[src/hdl/brfms_pkg.sv]
package brfms_pkg;

   // Request kinds.
   localparam logic [2:0] KIND_READ_REG   = 3'd0;
   localparam logic [2:0] KIND_WRITE_REG  = 3'd1;
   localparam logic [2:0] KIND_WRITE_CPSR = 3'd2;
   localparam logic [2:0] KIND_WRITE_SPSR = 3'd3;
   localparam logic [2:0] KIND_SWITCH     = 3'd4;
   localparam logic [2:0] KIND_EXCEPTION  = 3'd5;
   localparam logic [2:0] KIND_WAIT_IRQ   = 3'd6;
   localparam logic [2:0] KIND_NOP        = 3'd7;

   // Mode codes.
   localparam logic [4:0] MODE_USR = 5'h10;
   localparam logic [4:0] MODE_FIQ = 5'h11;
   localparam logic [4:0] MODE_IRQ = 5'h12;
   localparam logic [4:0] MODE_SVC = 5'h13;
   localparam logic [4:0] MODE_ABT = 5'h17;
   localparam logic [4:0] MODE_UND = 5'h1B;
   localparam logic [4:0] MODE_SYS = 5'h1F;

   // Bank numbers.
   localparam logic [2:0] BANK_USR = 3'd0;
   localparam logic [2:0] BANK_SVC = 3'd1;
   localparam logic [2:0] BANK_ABT = 3'd2;
   localparam logic [2:0] BANK_UND = 3'd3;
   localparam logic [2:0] BANK_IRQ = 3'd4;
   localparam logic [2:0] BANK_FIQ = 3'd5;

   localparam int NUM_BANKS = 6;
   localparam int NUM_SPSR  = 5;
   localparam int NUM_VIS   = 15;
   localparam int NUM_FIQ_LOW = 5;

   localparam logic [3:0] REG_NONE = 4'd15;
   localparam logic [4:0] VEC_IRQ  = 5'h18;
   localparam logic [4:0] VEC_OFFSET_MASK = 5'h1C;
   localparam logic [31:0] STATUS_RESET = 32'h0000_001F;

   typedef struct packed {
      logic [2:0]  kind;
      logic [3:0]  reg_index;
      logic [31:0] write_value;
      logic [4:0]  new_mode;
      logic [4:0]  vector_offset;
      logic [31:0] return_address;
   } req_type;

   typedef struct packed {
      logic [31:0] read_data;
      logic [31:0] status_word;
      logic [31:0] saved_status;
      logic [4:0]  previous_mode;
      logic [31:0] target_address;
      logic        waiting_irq;
      logic        bad_mode;
      logic        halted;
   } rsp_type;

   typedef struct packed {
      logic       known;
      logic [2:0] bank;
   } bank_sel_type;

   typedef struct packed {
      logic       known;
      logic [4:0] mode;
   } vec_mode_type;

   // Command from the controller to the datapath.
   typedef struct packed {
      logic execute;
   } ctl_cmd_type;

   function automatic bank_sel_type bank_of(input logic [4:0] mode);
      bank_sel_type r;
      r.known = 1'b1;
      unique case (mode)
         MODE_USR, MODE_SYS: r.bank = BANK_USR;
         MODE_SVC:           r.bank = BANK_SVC;
         MODE_ABT:           r.bank = BANK_ABT;
         MODE_UND:           r.bank = BANK_UND;
         MODE_IRQ:           r.bank = BANK_IRQ;
         MODE_FIQ:           r.bank = BANK_FIQ;
         default: begin
            r.known = 1'b0;
            r.bank  = BANK_USR;
         end
      endcase
      return r;
   endfunction

   function automatic vec_mode_type vector_mode(input logic [4:0] offset);
      vec_mode_type r;
      r.known = 1'b1;
      unique case (offset)
         5'h00:   r.mode = MODE_SVC;
         5'h04:   r.mode = MODE_UND;
         5'h08:   r.mode = MODE_SVC;
         5'h0C:   r.mode = MODE_ABT;
         5'h10:   r.mode = MODE_ABT;
         5'h18:   r.mode = MODE_IRQ;
         5'h1C:   r.mode = MODE_FIQ;
         default: begin
            r.known = 1'b0;
            r.mode  = MODE_USR;
         end
      endcase
      return r;
   endfunction

endpackage

[src/hdl/banked_register_file_mode_switch.sv]
// Channel   Direction  Handshake             Payload
// req       in         req_valid/req_stall   req_data (brfms_pkg::req_type)
// rsp       out        rsp_valid/rsp_stall   rsp_data (brfms_pkg::rsp_type)
// csr       in         csr_write_enable      csr_write_data (vector base)
//
// Each request is executed in the cycle it is accepted and its result is held
// in the output register, so the sustained rate is one request per cycle
// while the receiver does not stall; the datapath does the bank transfer in that step.
// The synchronous reset loads system mode into the status and saved status
// words and clears all registers, banks and the wait flag at once.
// A request is taken while a result waits only if that result drains the same
// cycle; a stalled result holds the request channel stalled.
module banked_register_file_mode_switch (
   input  logic               clock,
   input  logic               reset,
   input  logic               req_valid,
   output logic               req_stall,
   input  brfms_pkg::req_type req_data,
   output logic               rsp_valid,
   input  logic               rsp_stall,
   output brfms_pkg::rsp_type rsp_data,
   input  logic               csr_write_enable,
   input  logic [31:0]        csr_write_data
);
   import brfms_pkg::*;

   // The controller owns the handshakes and tells the datapath when to
   // commit a request into the register file and the result register.
   ctl_cmd_type cmd;

   brfms_ctrl u_ctrl (
      .clock     (clock),
      .reset     (reset),
      .req_valid (req_valid),
      .req_stall (req_stall),
      .rsp_valid (rsp_valid),
      .rsp_stall (rsp_stall),
      .cmd       (cmd)
   );

   // The datapath holds the visible registers, the mode banks, the saved
   // status registers and the vector base, and forms each result.
   brfms_datapath u_datapath (
      .clock            (clock),
      .reset            (reset),
      .cmd              (cmd),
      .req_data         (req_data),
      .rsp_data         (rsp_data),
      .csr_write_enable (csr_write_enable),
      .csr_write_data   (csr_write_data)
   );

endmodule

[src/hdl/brfms_ctrl.sv]
module brfms_ctrl (
   input  logic                   clock,
   input  logic                   reset,
   input  logic                   req_valid,
   output logic                   req_stall,
   output logic                   rsp_valid,
   input  logic                   rsp_stall,
   output brfms_pkg::ctl_cmd_type cmd
);
   import brfms_pkg::*;

   typedef enum logic {
      ST_EMPTY,
      ST_FULL
   } state_type;

   state_type state_ff, state_in;
   logic      out_free;

   // The result register can take a new result when empty or when drained now.
   assign out_free    = (state_ff == ST_EMPTY) || !rsp_stall;
   assign req_stall   = !out_free;
   assign cmd.execute = req_valid && out_free;
   assign rsp_valid   = (state_ff == ST_FULL);

   always_comb begin
      state_in = state_ff;
      if (cmd.execute) begin
         state_in = ST_FULL;
      end else if (out_free) begin
         state_in = ST_EMPTY;
      end
   end

   always_ff @(posedge clock) begin
      if (reset) begin
         state_ff <= ST_EMPTY;
      end else begin
         state_ff <= state_in;
      end
   end

endmodule

[src/hdl/brfms_datapath.sv]
module brfms_datapath (
   input  logic                   clock,
   input  logic                   reset,
   input  brfms_pkg::ctl_cmd_type cmd,
   input  brfms_pkg::req_type     req_data,
   output brfms_pkg::rsp_type     rsp_data,
   input  logic                   csr_write_enable,
   input  logic [31:0]            csr_write_data
);
   import brfms_pkg::*;

   logic [31:0] vis_ff     [NUM_VIS];
   logic [31:0] vis_in     [NUM_VIS];
   logic [31:0] bank13_ff  [NUM_BANKS];
   logic [31:0] bank13_in  [NUM_BANKS];
   logic [31:0] bank14_ff  [NUM_BANKS];
   logic [31:0] bank14_in  [NUM_BANKS];
   logic [31:0] fiq_low_ff [NUM_FIQ_LOW];
   logic [31:0] fiq_low_in [NUM_FIQ_LOW];
   logic [31:0] spsr_ff    [NUM_SPSR];
   logic [31:0] spsr_in    [NUM_SPSR];
   logic [31:0] status_ff, status_in;
   logic [31:0] cur_spsr_ff, cur_spsr_in;
   logic        wait_ff, wait_in;
   logic [31:0] vbase_ff;
   rsp_type     rsp_ff, rsp_in;

   bank_sel_type old_sel;
   bank_sel_type new_sel;
   vec_mode_type vec_sel;
   logic [4:0]   offset;
   logic [4:0]   tgt_mode;
   logic         do_switch;
   logic         do_exc;

   assign offset   = req_data.vector_offset & VEC_OFFSET_MASK;
   assign vec_sel  = vector_mode(offset);
   // An exception takes its mode from the vector; a switch names it directly.
   assign tgt_mode = (req_data.kind == KIND_EXCEPTION) ? vec_sel.mode : req_data.new_mode;
   assign old_sel  = bank_of(status_ff[4:0]);
   assign new_sel  = bank_of(tgt_mode);

   always_comb begin
      vis_in      = vis_ff;
      bank13_in   = bank13_ff;
      bank14_in   = bank14_ff;
      fiq_low_in  = fiq_low_ff;
      spsr_in     = spsr_ff;
      status_in   = status_ff;
      cur_spsr_in = cur_spsr_ff;
      wait_in     = wait_ff;
      do_switch   = 1'b0;
      do_exc      = 1'b0;
      rsp_in      = '0;
      rsp_in.previous_mode = status_ff[4:0];

      unique case (req_data.kind)
         KIND_READ_REG: begin
            if (req_data.reg_index != REG_NONE) begin
               rsp_in.read_data = vis_ff[req_data.reg_index];
            end
         end
         KIND_WRITE_REG: begin
            if (req_data.reg_index != REG_NONE) begin
               vis_in[req_data.reg_index] = req_data.write_value;
            end
         end
         KIND_WRITE_CPSR: begin
            status_in = {req_data.write_value[31:5], status_ff[4:0]};
         end
         KIND_WRITE_SPSR: begin
            cur_spsr_in = req_data.write_value;
         end
         KIND_SWITCH: begin
            if (new_sel.known) begin
               do_switch = 1'b1;
            end else begin
               rsp_in.bad_mode = 1'b1;
            end
         end
         KIND_EXCEPTION: begin
            if (vec_sel.known) begin
               do_switch = 1'b1;
               do_exc    = 1'b1;
            end else begin
               rsp_in.halted = 1'b1;
            end
         end
         KIND_WAIT_IRQ: begin
            wait_in = 1'b1;
         end
         KIND_NOP: begin
         end
      endcase

      // Store the outgoing bank, then load the incoming one; r8 to r12 swap with their FIQ copies
      // when only one side is FIQ. When both are the same bank nothing is loaded.
      if (do_switch) begin
         bank13_in[old_sel.bank] = vis_ff[13];
         bank14_in[old_sel.bank] = vis_ff[14];
         if (old_sel.bank != BANK_USR) begin
            spsr_in[old_sel.bank - 3'd1] = cur_spsr_ff;
         end
         if (old_sel.bank != new_sel.bank) begin
            vis_in[13] = bank13_ff[new_sel.bank];
            vis_in[14] = bank14_ff[new_sel.bank];
            if (new_sel.bank != BANK_USR) begin
               cur_spsr_in = spsr_ff[new_sel.bank - 3'd1];
            end
         end
         if ((old_sel.bank == BANK_FIQ) != (new_sel.bank == BANK_FIQ)) begin
            for (int i = 0; i < NUM_FIQ_LOW; i++) begin
               vis_in[8 + i] = fiq_low_ff[i];
               fiq_low_in[i] = vis_ff[8 + i];
            end
         end
         status_in = {status_ff[31:5], tgt_mode};
      end

      if (do_exc) begin
         vis_in[14]  = req_data.return_address;
         cur_spsr_in = status_ff;
         status_in   = {status_ff[31:8], 1'b1, status_ff[6], 1'b0, tgt_mode};
         rsp_in.target_address = vbase_ff + {27'd0, offset};
         if (offset == VEC_IRQ) begin
            wait_in = 1'b0;
         end
      end

      rsp_in.status_word  = status_in;
      rsp_in.saved_status = cur_spsr_in;
      rsp_in.waiting_irq  = wait_in;
   end

   always_ff @(posedge clock) begin
      if (reset) begin
         for (int i = 0; i < NUM_VIS; i++) begin
            vis_ff[i] <= '0;
         end
         for (int i = 0; i < NUM_BANKS; i++) begin
            bank13_ff[i] <= '0;
            bank14_ff[i] <= '0;
         end
         for (int i = 0; i < NUM_FIQ_LOW; i++) begin
            fiq_low_ff[i] <= '0;
         end
         for (int i = 0; i < NUM_SPSR; i++) begin
            spsr_ff[i] <= '0;
         end
         status_ff   <= STATUS_RESET;
         cur_spsr_ff <= STATUS_RESET;
         wait_ff     <= 1'b0;
         vbase_ff    <= '0;
      end else begin
         if (cmd.execute) begin
            vis_ff      <= vis_in;
            bank13_ff   <= bank13_in;
            bank14_ff   <= bank14_in;
            fiq_low_ff  <= fiq_low_in;
            spsr_ff     <= spsr_in;
            status_ff   <= status_in;
            cur_spsr_ff <= cur_spsr_in;
            wait_ff     <= wait_in;
         end
         if (csr_write_enable) begin
            vbase_ff <= csr_write_data;
         end
      end
   end

   always_ff @(posedge clock) begin
      if (cmd.execute) begin
         rsp_ff <= rsp_in;
      end
   end

   assign rsp_data = rsp_ff;

endmodule

[config.mk]
export PLATFORM = sky130hd
export DESIGN_NAME = banked_register_file_mode_switch
export DESIGN_NICKNAME = d
export VERILOG_FILES = /design/src/hdl/brfms_pkg.sv /design/src/hdl/banked_register_file_mode_switch.sv /design/src/hdl/brfms_ctrl.sv /design/src/hdl/brfms_datapath.sv
export SDC_FILE = /design/constraint.sdc
export NUM_CORES = 2
export LEC_CHECK = 0
export BUFFER_PORTS_ARGS = -buffer_cell sky130_fd_sc_hd__buf_2
export CAP_MARGIN = 20
export CELL_PAD_IN_SITES_DETAIL_PLACEMENT = 2
export CELL_PAD_IN_SITES_GLOBAL_PLACEMENT = 2
export CORE_MARGIN = 4
export CORE_UTILIZATION = 38
export CTS_CLUSTER_DIAMETER = 120
export DETAILED_ROUTE_END_ITERATION = 10
export GPL_TIMING_DRIVEN = 0
export PLACE_DENSITY_LB_ADDON = 0.1
export SLEW_MARGIN = 15
export SYNTH_ARGS = -nofsm -noshare
export SYNTH_HDL_FRONTEND = slang
export SYNTH_SLANG_ARGS = --single-unit
[constraint.sdc]
create_clock -name clock -period 7.1 [get_ports clock]
set_clock_uncertainty 0.1 [all_clocks]
set_input_delay 1.065 -clock clock [delete_from_list [all_inputs] [get_ports clock]]
set_output_delay 1.065 -clock clock [all_outputs]
set_load 0.05 [all_outputs]
==> qor.yml <==
run_status:
  outcome: "complete, no violations"
yosys:
  syn-mean-instance-area_um2: 8.383
  number_of_enable_type_register_cells_in_the_synthesized_netlist: 136
  synth_sequential_area_ratio_pct: 47.30
  ys_seq_elements: 1418
  yosysWarningCount: 0
  syn_inst: 7503
  syn_nets: 7631
  synth_cell_types: 72
  syn-cell-area_um2: 62900
  synth-main-ff-cell: "dfxtp_1"
  async_flop_share_pct: 0
cts:
  path_clk_slew_ns: 0.06
  ctsHoldBuffers: 0
  cts_repair_resize_count: 0
  clk_path_buf_depth: 3
  number_of_setup_buffers_added_after_cts: 0
  cts_root_buffer: "clkbuf_16"
  worst_skew_pair.late_latency_ns: 0.84
  tritoncts_clock_tree: "built"
  cts_inserted_buffers: 165
  clkSinkCount: 1418
  number_of_h_tree_levels: 4
sta:
  finalSetupViolCount: 0
  fmax_mhz: 147.6
  period_minus_slack_ns: 6.777
  timing.slew.headroom_pct: 14.38
  finalCritPeriodShare_pct: 95.46
  setup_tns_ns: 0
  rsz0062_at_grt: "no"
  final_hold_vio_count: 0
  worst_pin_slew_ns: 1.284
  timing_max_transition_violations_final: 0
floorplan:
  dieArea_um2: 172100
  initial_core_util_pct: 38.16
  placement_rows: 149
  die_w_um: 414.8
  design.core.area_um2: 164800
  ioPinCount: 256
  die_height_um: 414.8
drt:
  detailedRoute.firstPassIterationCount: 9
  wl_um: 317700
  detailedRoute.firstIterationViolations: 5497
  drc_violations: 0
  via_count: 62690
  residual_antenna_violating_net_count_after_detailed_routing: 0
  drt-wirelength-per-cell_um: 31.02
  routed_via_density: 6.121
worst_setup_path:
  worst-path-max-fanout: 17
  cp-start-kind: "input port"
  critPathArrivalTime_ns: 7.41
  cp.required_ns: 7.73
  timing_worst_setup_path_type: "in -> reg"
  critPathCaptureType: "flip-flop"
place:
  hpwl_um: 231700
  dp.cells: 9930
  finalWeightedCongestion: 0.9235
  io_buffer_count: 218
grt:
  grt_start_max_net_pins: 58
  grt_first_pass_wirelength_um: 459500
  number_of_antenna_violations_at_the_first_check_in_global_routing: 30
  via_count_of_the_first_global_routing_pass: 66660
  track_usage_pct: 35.54
  globalRouteOverflowTotal: 0
power_and_ir_drop:
  worst_ir_drop_vdd_uv: 263.2
  pwr_dens_nw_per_um2: 262.0
  leakage_uw: 0.02462
layout:
  drive_gt1_share_pct: 11.21
  stdcell_count: 10240
  area_growth_pct: 15.42
  finalNetCount: 8039
run:
  cap_violations: 0
hold_path:
  timing.hold.worst.class: "reg -> reg"
## metal layers
metal / global-route usage [%] / part of all wire [%] / up-vias
met5: 0 / 0.0025 / -
met4: 19.32 / 6.0 / 2
met3: 6.699 / 6.8 / 728
met2: 55.52 / 45 / 2425
met1: 46.48 / 43 / 32580
li1: - / - / 26960
## cells in the final DEF, fill, tap and decap left out, drive strengths merged, types with 136 or more instances in the layout
cell type / netlist / final
buf: 188 / 429
o22ai: 224 / 224
o21ai: 177 / 177
nor2: 286 / 286
edfxtp: 136 / 136
clkbuf: 586 / 838
nand2: 2004 / 2004
mux2i: 235 / 235
dfxtp: 1282 / 1282
a21oi: 1192 / 1192
## registers in the layout, indices dropped and copies added (netlist names)
register	flops
u_datapath.vis_ff	480
u_datapath.bank13_ff	192
u_datapath.bank14_ff	192
u_datapath.fiq_low_ff	160
u_datapath.spsr_ff	160
u_datapath.rsp_data	136
u_datapath.cur_spsr_ff	32
u_datapath.status_ff	32
u_datapath.vbase_ff	32
u_ctrl.rsp_valid	1
u_datapath.wait_ff	1
## cell usage after synthesis, drive strengths merged (32+ instances only)
master,n,area [um2]
dfxtp,1282,25660
mux4,128,2883
a21oi,1192,5984
edfxtp,136,4084
o21ai,177,885.8
inv,72,270.3
a221oi,55,481.7
nor2,286,1076
mux2,104,1171
o31ai,55,412.9
o211ai,43,322.8
and3,47,294.0
or3,33,206.5
nand2,2004,7525
buf,188,884.6
o22ai,224,1401
mux2i,235,2352
o2111a,32,360.4
a221o,32,320.3
nor3,111,608.1
nor2b,45,281.5
clkbuf,586,2201
a211oi,132,1013
nand3,89,450.4
## power breakdown
part	switching [uW]	total (uW)	leakage (uW)	internal, uW
combinational	1490	1920	0.0103	429
clock	3670	8800	0.00266	5130
sequential	92.7	8300	0.0117	8210
## per-stage QoR
stage | hold slack, ns | area (um2) | total power, uW | setup slack (ns) | utilization (%)
finish | 0.3278 | 72590 | 19020 | 0.3227 | 44.05
global route | 0.3563 | 72560 | 19490 | 0.1277 | 44.03
CTS | 0.3322 | 72500 | 19010 | 0.2921 | 43.99
floorplan | 0.3029 | 62900 | 9476 | 0.4161 | -
global placement | 0.3132 | 66730 | 10260 | -3.884 | 40.49
detailed placement | 0.3165 | 67070 | 10320 | -0.5809 | 40.70
## final cells by class
| cell class | instances | area (um2) |
|---|---|---|
| Fill cell | 18450 | 92210 |
| Multi-Input combinational cell | 5239 | 29820 |
| Sequential cell | 1418 | 29750 |
| Clock buffer | 253 | 4930 |
| Buffer | 773 | 3113 |
| Tap cell | 2189 | 2739 |
| Timing Repair Buffer | 242 | 1423 |
| Clock inverter | 38 | 499.2 |
| Inverter | 72 | 270.3 |
| Antenna cell | 18 | 45.04 |
## final timing paths
check,startpoint,endpoint,slack [ns],depth (start not counted)
hold reg to reg,u_datapath.status_ff[1]$_SDFFE_PP1P_,u_datapath.rsp_data[36]$_DFFE_PP_,0.33,0
setup reg to reg,u_ctrl.rsp_valid$_SDFFE_PP0P_,u_datapath.rsp_data[8]$_SDFFCE_PN0P_,2.40,9
setup / recovery,req_data[35],u_datapath.cur_spsr_ff[9]$_SDFFE_PP0P_,0.32,16
hold / removal,u_datapath.status_ff[1]$_SDFFE_PP1P_,u_datapath.rsp_data[36]$_DFFE_PP_,0.33,0
## kinds of logic after synthesis
| group | after synthesis | share of synthesized area (%) |
|---|---|---|
| xor+xnor | 32 | 0.4575 |
| simple gates | 2688 | 17.48 |
| buf+inv | 846 | 5.335 |
| compound gates | 2042 | 19.03 |
| flops | 1418 | 47.30 |
| mux | 467 | 10.19 |
| fa+ha+maj | 10 | 0.2109 |
## critical path: stages
cell,delay (ns)
buf_2,0.20
buf_1,0.57
nor3b_1,0.16
o21ai_0,0.27
nand2_1,0.40
buf_2,0.41
inv_1,0.74
ha_1,0.36
clkbuf_1,0.26
clkdlybuf4s15_1,0.68
nand2_1,0.61
clkbuf_1,0.64
o22ai_1,0.19
o31ai_1,0.35
a22oi_1,0.17
a31oi_1,0.26
Note: power is estimated with default switching activity, not from simulation.
